===== config.mk =====
export PLATFORM = sky130hd
export DESIGN_NAME = tlru_row_update
export DESIGN_NICKNAME = d
export VERILOG_FILES = /design/src/rtl/tlru_pkg.sv /design/src/rtl/tlru_row_update.sv
export SDC_FILE = /design/constraint.sdc
export NUM_CORES = 1
export LEC_CHECK = 0
export BUFFER_PORTS_ARGS = -buffer_cell sky130_fd_sc_hd__buf_2
export CAP_MARGIN = 20
export CELL_PAD_IN_SITES_DETAIL_PLACEMENT = 1
export CELL_PAD_IN_SITES_GLOBAL_PLACEMENT = 1
export CORE_UTILIZATION = 41
export DETAILED_ROUTE_END_ITERATION = 12
export PLACE_DENSITY_LB_ADDON = 0.25
export SLEW_MARGIN = 5
export SYNTH_ARGS = -nofsm -noshare
export SYNTH_HDL_FRONTEND = slang
export SYNTH_SLANG_ARGS = --single-unit

===== constraint.sdc =====
create_clock -name vclk -period 5.53
set_input_delay 0.2765 -clock vclk [all_inputs]
set_output_delay 0.2765 -clock vclk [all_outputs]
set_load 0.05 [all_outputs]

===== src/rtl/tlru_pkg.sv =====
// Shared types and field widths of the true-LRU replacement unit.
// No dependencies; used by the channel interfaces and all modules.
package tlru_pkg;

  localparam int SET_IDX_W = 10;
  localparam int WAY_W     = 4;
  localparam int OUT_W     = 4;

  typedef enum logic {
    KIND_QUERY = 1'b0,
    KIND_TOUCH = 1'b1
  } kind_t;

  // Control of the item in the update stage
  typedef struct packed {
    kind_t kind;
    logic  set_ok;
    logic  way_ok;
  } tlru_req_t;

  // One result item
  typedef struct packed {
    logic [OUT_W-1:0] evict_way;
    logic [OUT_W-1:0] prior_position;
  } tlru_res_t;

endpackage


===== src/rtl/tlru_row_update.sv =====
// Per-row victim search and promote logic for one set of stack positions.
// Depends on tlru_pkg.
module tlru_row_update import tlru_pkg::*; #(
  parameter int WAYS = 16
) (
  input  tlru_req_t                         req,
  input  logic [$clog2(WAYS)-1:0]           way_idx,
  input  logic [WAYS-1:0][$clog2(WAYS)-1:0] row,
  output logic [WAYS-1:0][$clog2(WAYS)-1:0] new_row,
  output logic                              row_we,
  output tlru_res_t                         res
);

  localparam int PW  = $clog2(WAYS);
  localparam int WXW = (PW > OUT_W) ? PW : OUT_W;

  logic [PW-1:0]    old_pos;
  logic [WXW-1:0]   old_pos_x;
  logic [OUT_W-1:0] lru_way;
  logic             is_touch;

  assign is_touch  = (req.kind == KIND_TOUCH) && req.set_ok && req.way_ok;
  assign old_pos   = row[way_idx];
  assign old_pos_x = WXW'(old_pos);

  // Victim: the way at the LRU end; a permutation holds exactly one
  always_comb begin
    lru_way = '0;
    for (int w = 0; w < WAYS; w++) begin
      if (row[w] == PW'(WAYS - 1)) begin
        lru_way = lru_way | OUT_W'(w);
      end
    end
  end

  // Promote: ways nearer MRU than the old position age by one, touched way to MRU
  always_comb begin
    for (int w = 0; w < WAYS; w++) begin
      if (PW'(w) == way_idx) begin
        new_row[w] = '0;
      end else if (row[w] < old_pos) begin
        new_row[w] = row[w] + PW'(1);
      end else begin
        new_row[w] = row[w];
      end
    end
  end

  assign row_we             = is_touch;
  assign res.evict_way      = ((req.kind == KIND_QUERY) && req.set_ok) ? lru_way : '0;
  assign res.prior_position = is_touch ? old_pos_x[OUT_W-1:0] : '0;

endmodule


Word-level counts from Yosys, hierarchy flattened. Index checks and enable logic that the tools add are counted.

Register bits: 0. Output and inout port bits: 73. Logic and storage cells: 119. Input bits: 71.

Reduce and logical (&&, ||, !) cells: 4. Bitwise operators: 1. Mux-type cells: 51. Equality and inequality tests: 30. Add/subtract/negate cells: 16. Order comparisons: 17.

Operator list (number): $mux W4 (43); $add A4 B1 Y4 const B (16); $lt A4 B4 Y1 (16); $eq A4 B4 Y1 const B (15); $eq A4 B4 Y1 const A (8); $bmux W4 S4 (1); $eq A3 B4 Y1 const A (4); $mux W3 (4); $eq A2 B4 Y1 const A (2); $lt A4 B5 Y1 const B (1); $eq A1 B4 Y1 const A (1); $logic_not A4 Y1 (1); $mux W2 (2); $logic_and A1 B1 Y1 (3); $mux W1 (1); $not A1 Y1 (1).

Logic depth before layout (Yosys ltp). Gate-level depths: netlist of run 1.

Word-level depth: 17. Depth in mapped cells: 13.

Least setup slack after synthesis of run 1. OpenSTA, ideal clock, no wires.

Path type: input to output. Start point: input port way_idx[1]. End point: output port new_row[0] in the netlist's numbering. Cell stages on the path: 12. Slack: 1059 ps. Arrival time: 4195 ps. Buffers on the path: 3. Required time: 5253 ps. Path through: buf_6 > clkbuf_1 > buf_2 > mux4_2 > mux4_2 > inv_1 > ha_1 > o21a_1 > o21a_1 > nor2_1 > a311oi_1 > a221oi_1.

RTL lines: from (decl) (RTL line tlru_row_update.sv:7) `input logic [$clog2(WAYS)-1:0] way_idx,`; to (decl) (RTL line tlru_row_update.sv:9) `output logic [WAYS-1:0][$clog2(WAYS)-1:0] new_row,`.

==> results of run 1 <==
-- stage by stage --
stage	power, mW	worst slack (ns)	hold WS, ns	util [%]	instances
after global routing	1.22	0.872	1.03	50.3	886
after CTS	1.13	1.05	1.02	50.3	886
final	1.14	1.05	1.02	50.3	886
after detailed placement	1.13	1.05	1.02	50.3	886
after global placement	1.09	1.16	1.02	50.3	886
after floorplan	0.855	1.06	0.838	-	622
-- layer usage --
layer	wire (µm)	vias to the layer above	global-route usage, %
li1	-	2699	-
met1	7700	2845	39.4
met2	8700	212	56.3
met3	948	38	2.33
met4	403	0	8.13
met5	0	-	0
-- power groups by stage --
stage | Clock, mW | Sequential [mW] | Combinational [mW]
after global placement | 0 | 0 | 1.09
after global routing | 0 | 0 | 1.22
after CTS | 0 | 0 | 1.13
after detailed placement | 0 | 0 | 1.13
after floorplan | 0 | 0 | 0.855
final | 0 | 0 | 1.14
-- synthesized netlist by cell type (all sizes together) (14+ instances only) --
cell type  count
nor2          89
nand2         70
ha            64
nand4         62
a21oi         45
o21a          32
nor3b         25
nor3          22
and2          20
a211oi        18
buf           16
xor2          16
mux4          15
o311ai        15
and3          14
mux2          14
o31a          14
-- final cells by class --
class,instances,area (µm²)
multi-input cells,596,4310
repair buffers,146,736
fillers,1424,5170
well taps,136,170
inverters,8,30.0
-- final timing paths --
path                   start           to  slack [ns]  cells after the start
setup / recovery  way_idx[0]  new_row[45]        1.05                     12
hold / removal       row[44]  new_row[44]        1.02                      3
-- tightest hold or removal path: cells and delay by family --
family / cells / cell delay [ns]
buffers and inverters: 2 / 0.37
AO/OA/AOI/OAI: 1 / 0.09
-- cell families (layout without fill, tap and decap cells) --
group	count (synthesis)	in the layout	share of synthesized area [%]
multiplexers	37	37	12.9
adder cells (fa/ha/maj)	64	64	18.0
AND/OR/NAND/NOR	331	331	37.7
AO/OA/AOI/OAI	148	148	24.9
XOR/XNOR	16	16	3.15
buffers and inverters	26	154	3.26
==> impl_results.md, run 1 <==
- Status: finished clean
- Die area: 11300 µm²
- Area leader, netlist: ha_1
- Internal power: 0.348 mW
- Post-DP HPWL: 14500 µm
- CP max stage delay: 0.59 ns
- # IOs: 144
- Critical Path RT: 5.25 ns
- Share of the synthesized area in the top cell type: 18.0%
- Setup_tns: 0 ns
- WL/cell: 20.0 µm
- Final-layout clock buffer total: 0
- Vias in the first global route: 5876
- # Post-CTS Setup Buffers: 0
- Synth area leaders: ha_1 18%, nand4_1 8.7%, mux4_2 7.6%
- Crit path DAT: 4.20 ns
- Worst Hold Class: input pin to output port
- Period utilisation layout: 81.0%
- RSZ-0062 raised after global routing: false
- Clock power share: 0%
- Slew Limit Fails: 0
- Reg power frac: 0%
- Cells after synthesis: 622
- Fmax: 223 MHz
- Post-CTS Hold Buffers: 0
- Seq/Total Area, Yosys: 0%
- Worst path cell trace: buf_2 > mux4_2 > mux4_2 > inv_1 > ha_1 > o21a_1 > o21a_1 > nor2_1 > mux2i_1 > nor2_1 > or3_1 > buf_2
- Buffers added on ports: 144
- Initial antenna violation count: 0
- Crit path max-delay family: multiplexers
- GRT overflow: 0
- Antenna fix cells: 0
- Syn Area/Cell: 7.15 µm²
- Slew @ Worst Pin: 0.889 ns
- Largest net degree at the start of global routing: 30
- Setup crit end kind: output port
- First-pass GRT wire length: 29000 µm
- Vias: 5794
- Initial DRC Count: 307
- Final hold violations: 0
- Initial Util: 42.7%
- Critical Path Start Type: input pin
- Cell leakage power: 2.28 nW
- WP buf/inv: 3
- Critical path type: input pin to output port
- DRC: 0
- Crit path max fanout: 27
- Final Cell Area: 5240 µm²
- Register area: 0 µm²
- Slew margin rel.: 40.7%
- Most common cell after layout, fill and taps aside: buf_2
- Resize count post-CTS: 0
- Most frequent cells in the layout: 144 x buf_2, 89 x nor2_1, 70 x nand2_1
- Max cap viols: 0
- Routed Antenna Nets: 0
- Mapped cell area: 4450 µm²
- Layout Nets: 887
- GRT Util Overall: 31.1%
- Vias per cell: 6.54
- Switching Share: 69.5%
- RD Place Congestion: 0.894
- Sequential cell count: 0
- Area growth syn-to-layout: 17.9%
- NetSw: 0.792 mW
- Die W: 106 µm
- Distinct cells, synth: 44
- Slowest cell on crit path: mux4_2
- Core Footprint: 10400 µm²
- Combinational share of power: 100.0%
- DR pass1 iterations: 5
- Final wirelength: 17700 µm
- Final setup fails: 0
- PD cells: 217 nW/µm²
- Ratio of cells with drive above 1 in the final layout: 25.7%
- Worst vdd ir: 123 µV
- Syn_nets: 757
- Synth warn: 0
- Chip height: 106 µm
- DP Area: 5240 µm²
- Row count: 37
- Minimum clock period: 4.48 ns
No activity file was read; power rests on OpenSTA's default activity.
==> run 2: changes to the inputs <==
- ABC_AREA: default -> 1
- CORE_UTILIZATION: 41 -> 31
- clock period: 5.53 -> 4.12 ns (I/O delays scaled with it)
==> run 2 against run 1 <==
Die area is 14% higher; first-iteration DRC count is 4.2% lower; power is 27% higher; setup slack worse by 0.61 ns; area after synthesis is 13% lower; sequential share of layout area stayed put; hold slack worse by 0.14 ns; sequential cell count stayed put; combinational power is 27% higher; cell count is 15% higher; critical path type unchanged.
==> impl_results.md, run 2 <==
- Most frequent cell after synthesis: nand2_1
- Cell leakage power: 2.92 nW
- Seq/Total Area, Yosys: 0%
- Slew Limit Fails: 0
- DRC: 0
- Worst Hold Class: input pin to output port
- Share of the synthesized area in the top cell type: 20.8%
- Most frequent cells in the layout: 205 x nand2_1, 144 x buf_2, 102 x inv_1
- Core Footprint: 12100 µm²
- Antenna fix cells: 0
- Most common cell after layout, fill and taps aside: nand2_1
- Setup crit end kind: output port
- Vias per cell: 5.12
- Distinct cells, synth: 30
- Die W: 114 µm
- Initial antenna violation count: 0
- Routed Antenna Nets: 0
- Crit path max fanout: 15
- Syn_nets: 838
- # IOs: 144
- Critical Path Start Type: input pin
- Placed Cells: 1016
- Fmax: 272 MHz
- Initial Util: 32.0%
- Minimum clock period: 3.68 ns
- Area leader, netlist: ha_1
- Syn Area/Cell: 5.48 µm²
- Synth warn: 0
- Layout Nets: 985
- Commonest cells in the netlist: 205 x nand2_1, 102 x inv_1, 81 x nand3_1
- Cells after synthesis: 703
- Setup_tns: 0 ns
- PD cells: 302 nW/µm²
- Setup WS pre-CTS: 0.354 ns
- Worst vdd ir: 162 µV
- Synth area leaders: ha_1 21%, nand2_1 20%, nand3_1 11%
- Multi-input gate area: 3430 µm²
- Mapped cell area: 3850 µm²
- Largest net degree at the start of global routing: 18
- Fin worst setup slack: 0.443 ns
- Finished Layout Cells: 1016
- Max cap viols: 0
- Row count: 40
- Status: finished clean
- Fillers: 1770
- WL/cell: 15.6 µm
- GRT Util Overall: 24.3%
- Final wirelength: 15900 µm
- Crit path DAT: 3.47 ns
- Critical Path RT: 3.91 ns
- Buffers added on ports: 144
- Final-layout clock buffer total: 0
- Initial DRC Count: 294
- Slew margin rel.: 69.8%
- Sequential cell count: 0
- RSZ-0062 raised after global routing: false
- Vias: 5197
- Total power: 1.45 mW
- Slew @ Worst Pin: 0.452 ns
- Critical Path Sink: new_row[3]
- Die area: 12900 µm²
- Critical path type: input pin to output port
- DR pass1 iterations: 4
- Final hold violations: 0
- Chip height: 114 µm
- Period utilisation layout: 89.3%
- Post-DP HPWL: 13400 µm
- RD Place Congestion: 0.911
- Final setup fails: 0
- Worst setup path start: way_idx[0]
- First-pass GRT wire length: 25600 µm
- GRT overflow: 0
- Vias in the first global route: 5278
- Register area: 0 µm²
- Ratio of cells with drive above 1 in the final layout: 22.9%
- Area growth syn-to-layout: 24.5%
## run 2: cell count changes after synthesis, moves of 14 or more
cell and change:
nor3b_1 -25, xor2_1 +16, nand2_1 +135, nor3_1 -21, nand2_2 +20, nand3_1 +69
mux2_2 -14, and2_1 -20, nand4_1 -60, mux4_2 -15, o31a_1 -14, inv_1 +94
o21a_1 -32
## run 2: layout make-up
type | instances | share of cell area, %
multi-input combinational | 594 | 71.5
tap | 168 | 4.38
timing repair buffer | 151 | 16.1
inverter | 103 | 8.06
## run 2: routing by layer
metal,GRT usage [%],share of wire [%],wire (µm),vias up
li1,-,-,-,2589
met2,45.7,50,7870,129
met3,0.903,3.9,623,21
met1,30.9,45,7100,2458
met5,0,0,0,-
met4,4.47,1.8,287,0
## run 2: how the worst min path moves through the flow
stage / from / to / depth (start not counted) / slack (ns)
global placement: row[48] / new_row[48] / 4 / 0.85
detailed placement: row[44] / new_row[44] / 4 / 0.87
floorplan: row[7] / new_row[7] / 4 / 0.67
global route: req[1] / res[6] / 3 / 0.90
finish: row[56] / new_row[56] / 4 / 0.87
CTS: row[56] / new_row[56] / 4 / 0.88
## run 2: repair_timing
action | CTS | global route
hold buffers | 0 | 0
setup buffers | 0 | 0
endpoints found under the setup margin | 0 | 7
endpoints found under the hold margin | 0 | 0
resized for setup | 0 | 2
## run 2: worst max-delay path, stage by stage
cell	delay (ns)
buf_2	0.28
nor2_1	0.19
inv_1	0.34
o22ai_1	0.11
o21ai_0	0.19
nand2_1	0.12
a221oi_4	0.37
buf_4	0.31
ha_1	0.28
a21oi_1	0.32
nand2_1	0.20
nand2_1	0.10
nand2_1	0.06
nor2_1	0.10
buf_2	0.27
## run 2: kinds of logic after synthesis
family	count (synthesis)	share of synthesized area (%)
XOR/XNOR	32	7.27
adder cells (fa/ha/maj)	64	20.8
buffers and inverters	109	11.9
AO/OA/AOI/OAI	101	15.5
AND/OR/NAND/NOR	397	44.6
## run 2: through the flow
step	utilization, %	hold slack [ns]	area (µm²)
finish	39.8	0.873	4800
CTS	39.7	0.876	4780
global route	39.8	0.897	4800
detailed placement	39.7	0.874	4780
floorplan	-	0.672	3850
global placement	39.7	0.851	4780
## run 2: report_power, final
part	internal, mW	switching (mW)
combinational	0.375	1.08
clock	0	0
sequential	0	0
==> run 3: changes to the inputs <==
- BUFFER_PORTS_ARGS: -buffer_cell sky130_fd_sc_hd__buf_2 -> -buffer_cell sky130_fd_sc_hd__buf_4
- CAP_MARGIN: 20 -> 40
- CORE_UTILIZATION: 31 -> 34
- clock period: 4.12 -> 4.2 ns (I/O delays scaled with it)
==> run 3 against run 2 <==
Power up 5.5%; wire length about the same; die area down 8.7%; first-iteration DRC count down 26%; via count up 0.21%; non-clock buffer count up 1; core utilization up 7.0 points; global-route usage up 2.6 points.
==> impl_results.md, run 3 (same netlist as run 2, synthesis figures left out) <==
- PD cells: 299 nW/µm²
- Initial antenna violation count: 0
- Period utilisation layout: 89.3%
- Ratio of cells with drive above 1 in the final layout: 22.9%
- Fin worst setup slack: 0.451 ns
- Vias: 5208
- # Post-CTS Setup Buffers: 0
- Routed Antenna Nets: 0
- Row count: 38
- Largest net degree at the start of global routing: 18
- Multi-input gate area: 3410 µm²
- Buffers added on ports: 144
- Vias in the first global route: 5235
- Most frequent cells in the layout: 205 x nand2_1, 152 x buf_4, 102 x inv_1
- Setup_tns: 0 ns
- Post-CTS Hold Buffers: 0
- Initial DRC Count: 217
- Antenna fix cells: 0
- DRC: 0
- Area growth syn-to-layout: 32.7%
- Die W: 108 µm
- Die area: 11800 µm²
- Minimum clock period: 3.75 ns
- DP Area: 5120 µm²
- GRT Util Overall: 26.9%
- RSZ-0062 raised after global routing: false
- Most common cell after layout, fill and taps aside: nand2_1
- WL/cell: 16.0 µm
- Slew @ Worst Pin: 0.723 ns
- Chip height: 108 µm
- Max cap viols: 0
- Routed length on met3: 503 µm
- Setup WS pre-CTS: 0.519 ns
- Sequential cell count: 0
- Final-layout clock buffer total: 0
- Slew margin rel.: 51.8%
- Resize count post-CTS: 0
- Core Footprint: 10900 µm²
- Final wirelength: 15900 µm
- Status: finished clean
- Fmax: 267 MHz
- Worst vdd ir: 173 µV
- Final Cell Area: 5120 µm²
- Top Layer Used: met4
- Placed Cells: 989
- Initial Util: 35.3%
- GRT overflow: 0
- Slew Limit Fails: 0
- First-pass GRT wire length: 25700 µm
- Critical Path Start Type: input pin
- # IOs: 144
- Finished Layout Cells: 989
- Final hold violations: 0
- Crit path max fanout: 11
- WL met1: 7020 µm
- Fillers: 1602
- Register area: 0 µm²
- RD Place Congestion: 0.933
- Setup crit end kind: output port
- Worst Hold Class: input pin to output port
- Critical Path RT: 3.99 ns
- DR pass1 iterations: 4
- Cell leakage power: 3.03 nW
- Final core utilization: 46.8%
- Layout Nets: 986
- Vias per cell: 5.27
- Final setup fails: 0
- WL met2: 8210 µm
- Post-DP HPWL: 13400 µm
- Critical path type: input pin to output port
- Crit path DAT: 3.54 ns
-- run 3: per-layer routing --
layer / global-route usage (%) / vias up
li1: - / 2592
met1: 34.5 / 2495
met2: 51.2 / 113
met3: 0.362 / 8
met4: 2.90 / 0
met5: 0 / -
-- run 3: critical path, stage by stage --
cell      delay, ns
buf_4          0.14
inv_1          0.14
nor2_1         0.16
inv_1          0.33
o22ai_1        0.11
o21ai_0        0.26
nand2_1        0.11
a221oi_2       0.56
buf_4          0.29
ha_1           0.26
a21oi_1        0.36
nand2_2        0.14
nand2_1        0.09
nand2_1        0.07
nor2_1         0.10
buf_4          0.20
-- run 3: final timing paths --
kind | end | slack [ns] | cells past startpoint | startpoint
worst min-delay path | res[6] | 0.83 | 4 | req[2]
worst max-delay path | new_row[47] | 0.45 | 16 | way_idx[1]
-- run 3: power by group --
part	internal [mW]	switching (mW)	total (mW)
clock network	0	0	0
registers	0	0	0
logic	0.470	1.06	1.53
total	0.470	1.06	1.53
-- run 3: area by class of cell --
type                       instances  share of cell area, %
timing repair buffer             152                   22.3
multi-input combinational        594                   66.7
tap                              140                   3.42
inverter                         103                   7.56
-- run 3: per-stage QoR --
step	total power [mW]	hold slack [ns]
floorplan	1.05	0.680
global placement	1.49	0.838
detailed placement	1.53	0.832
CTS	1.54	0.833
global route	1.65	0.846
finish	1.53	0.828
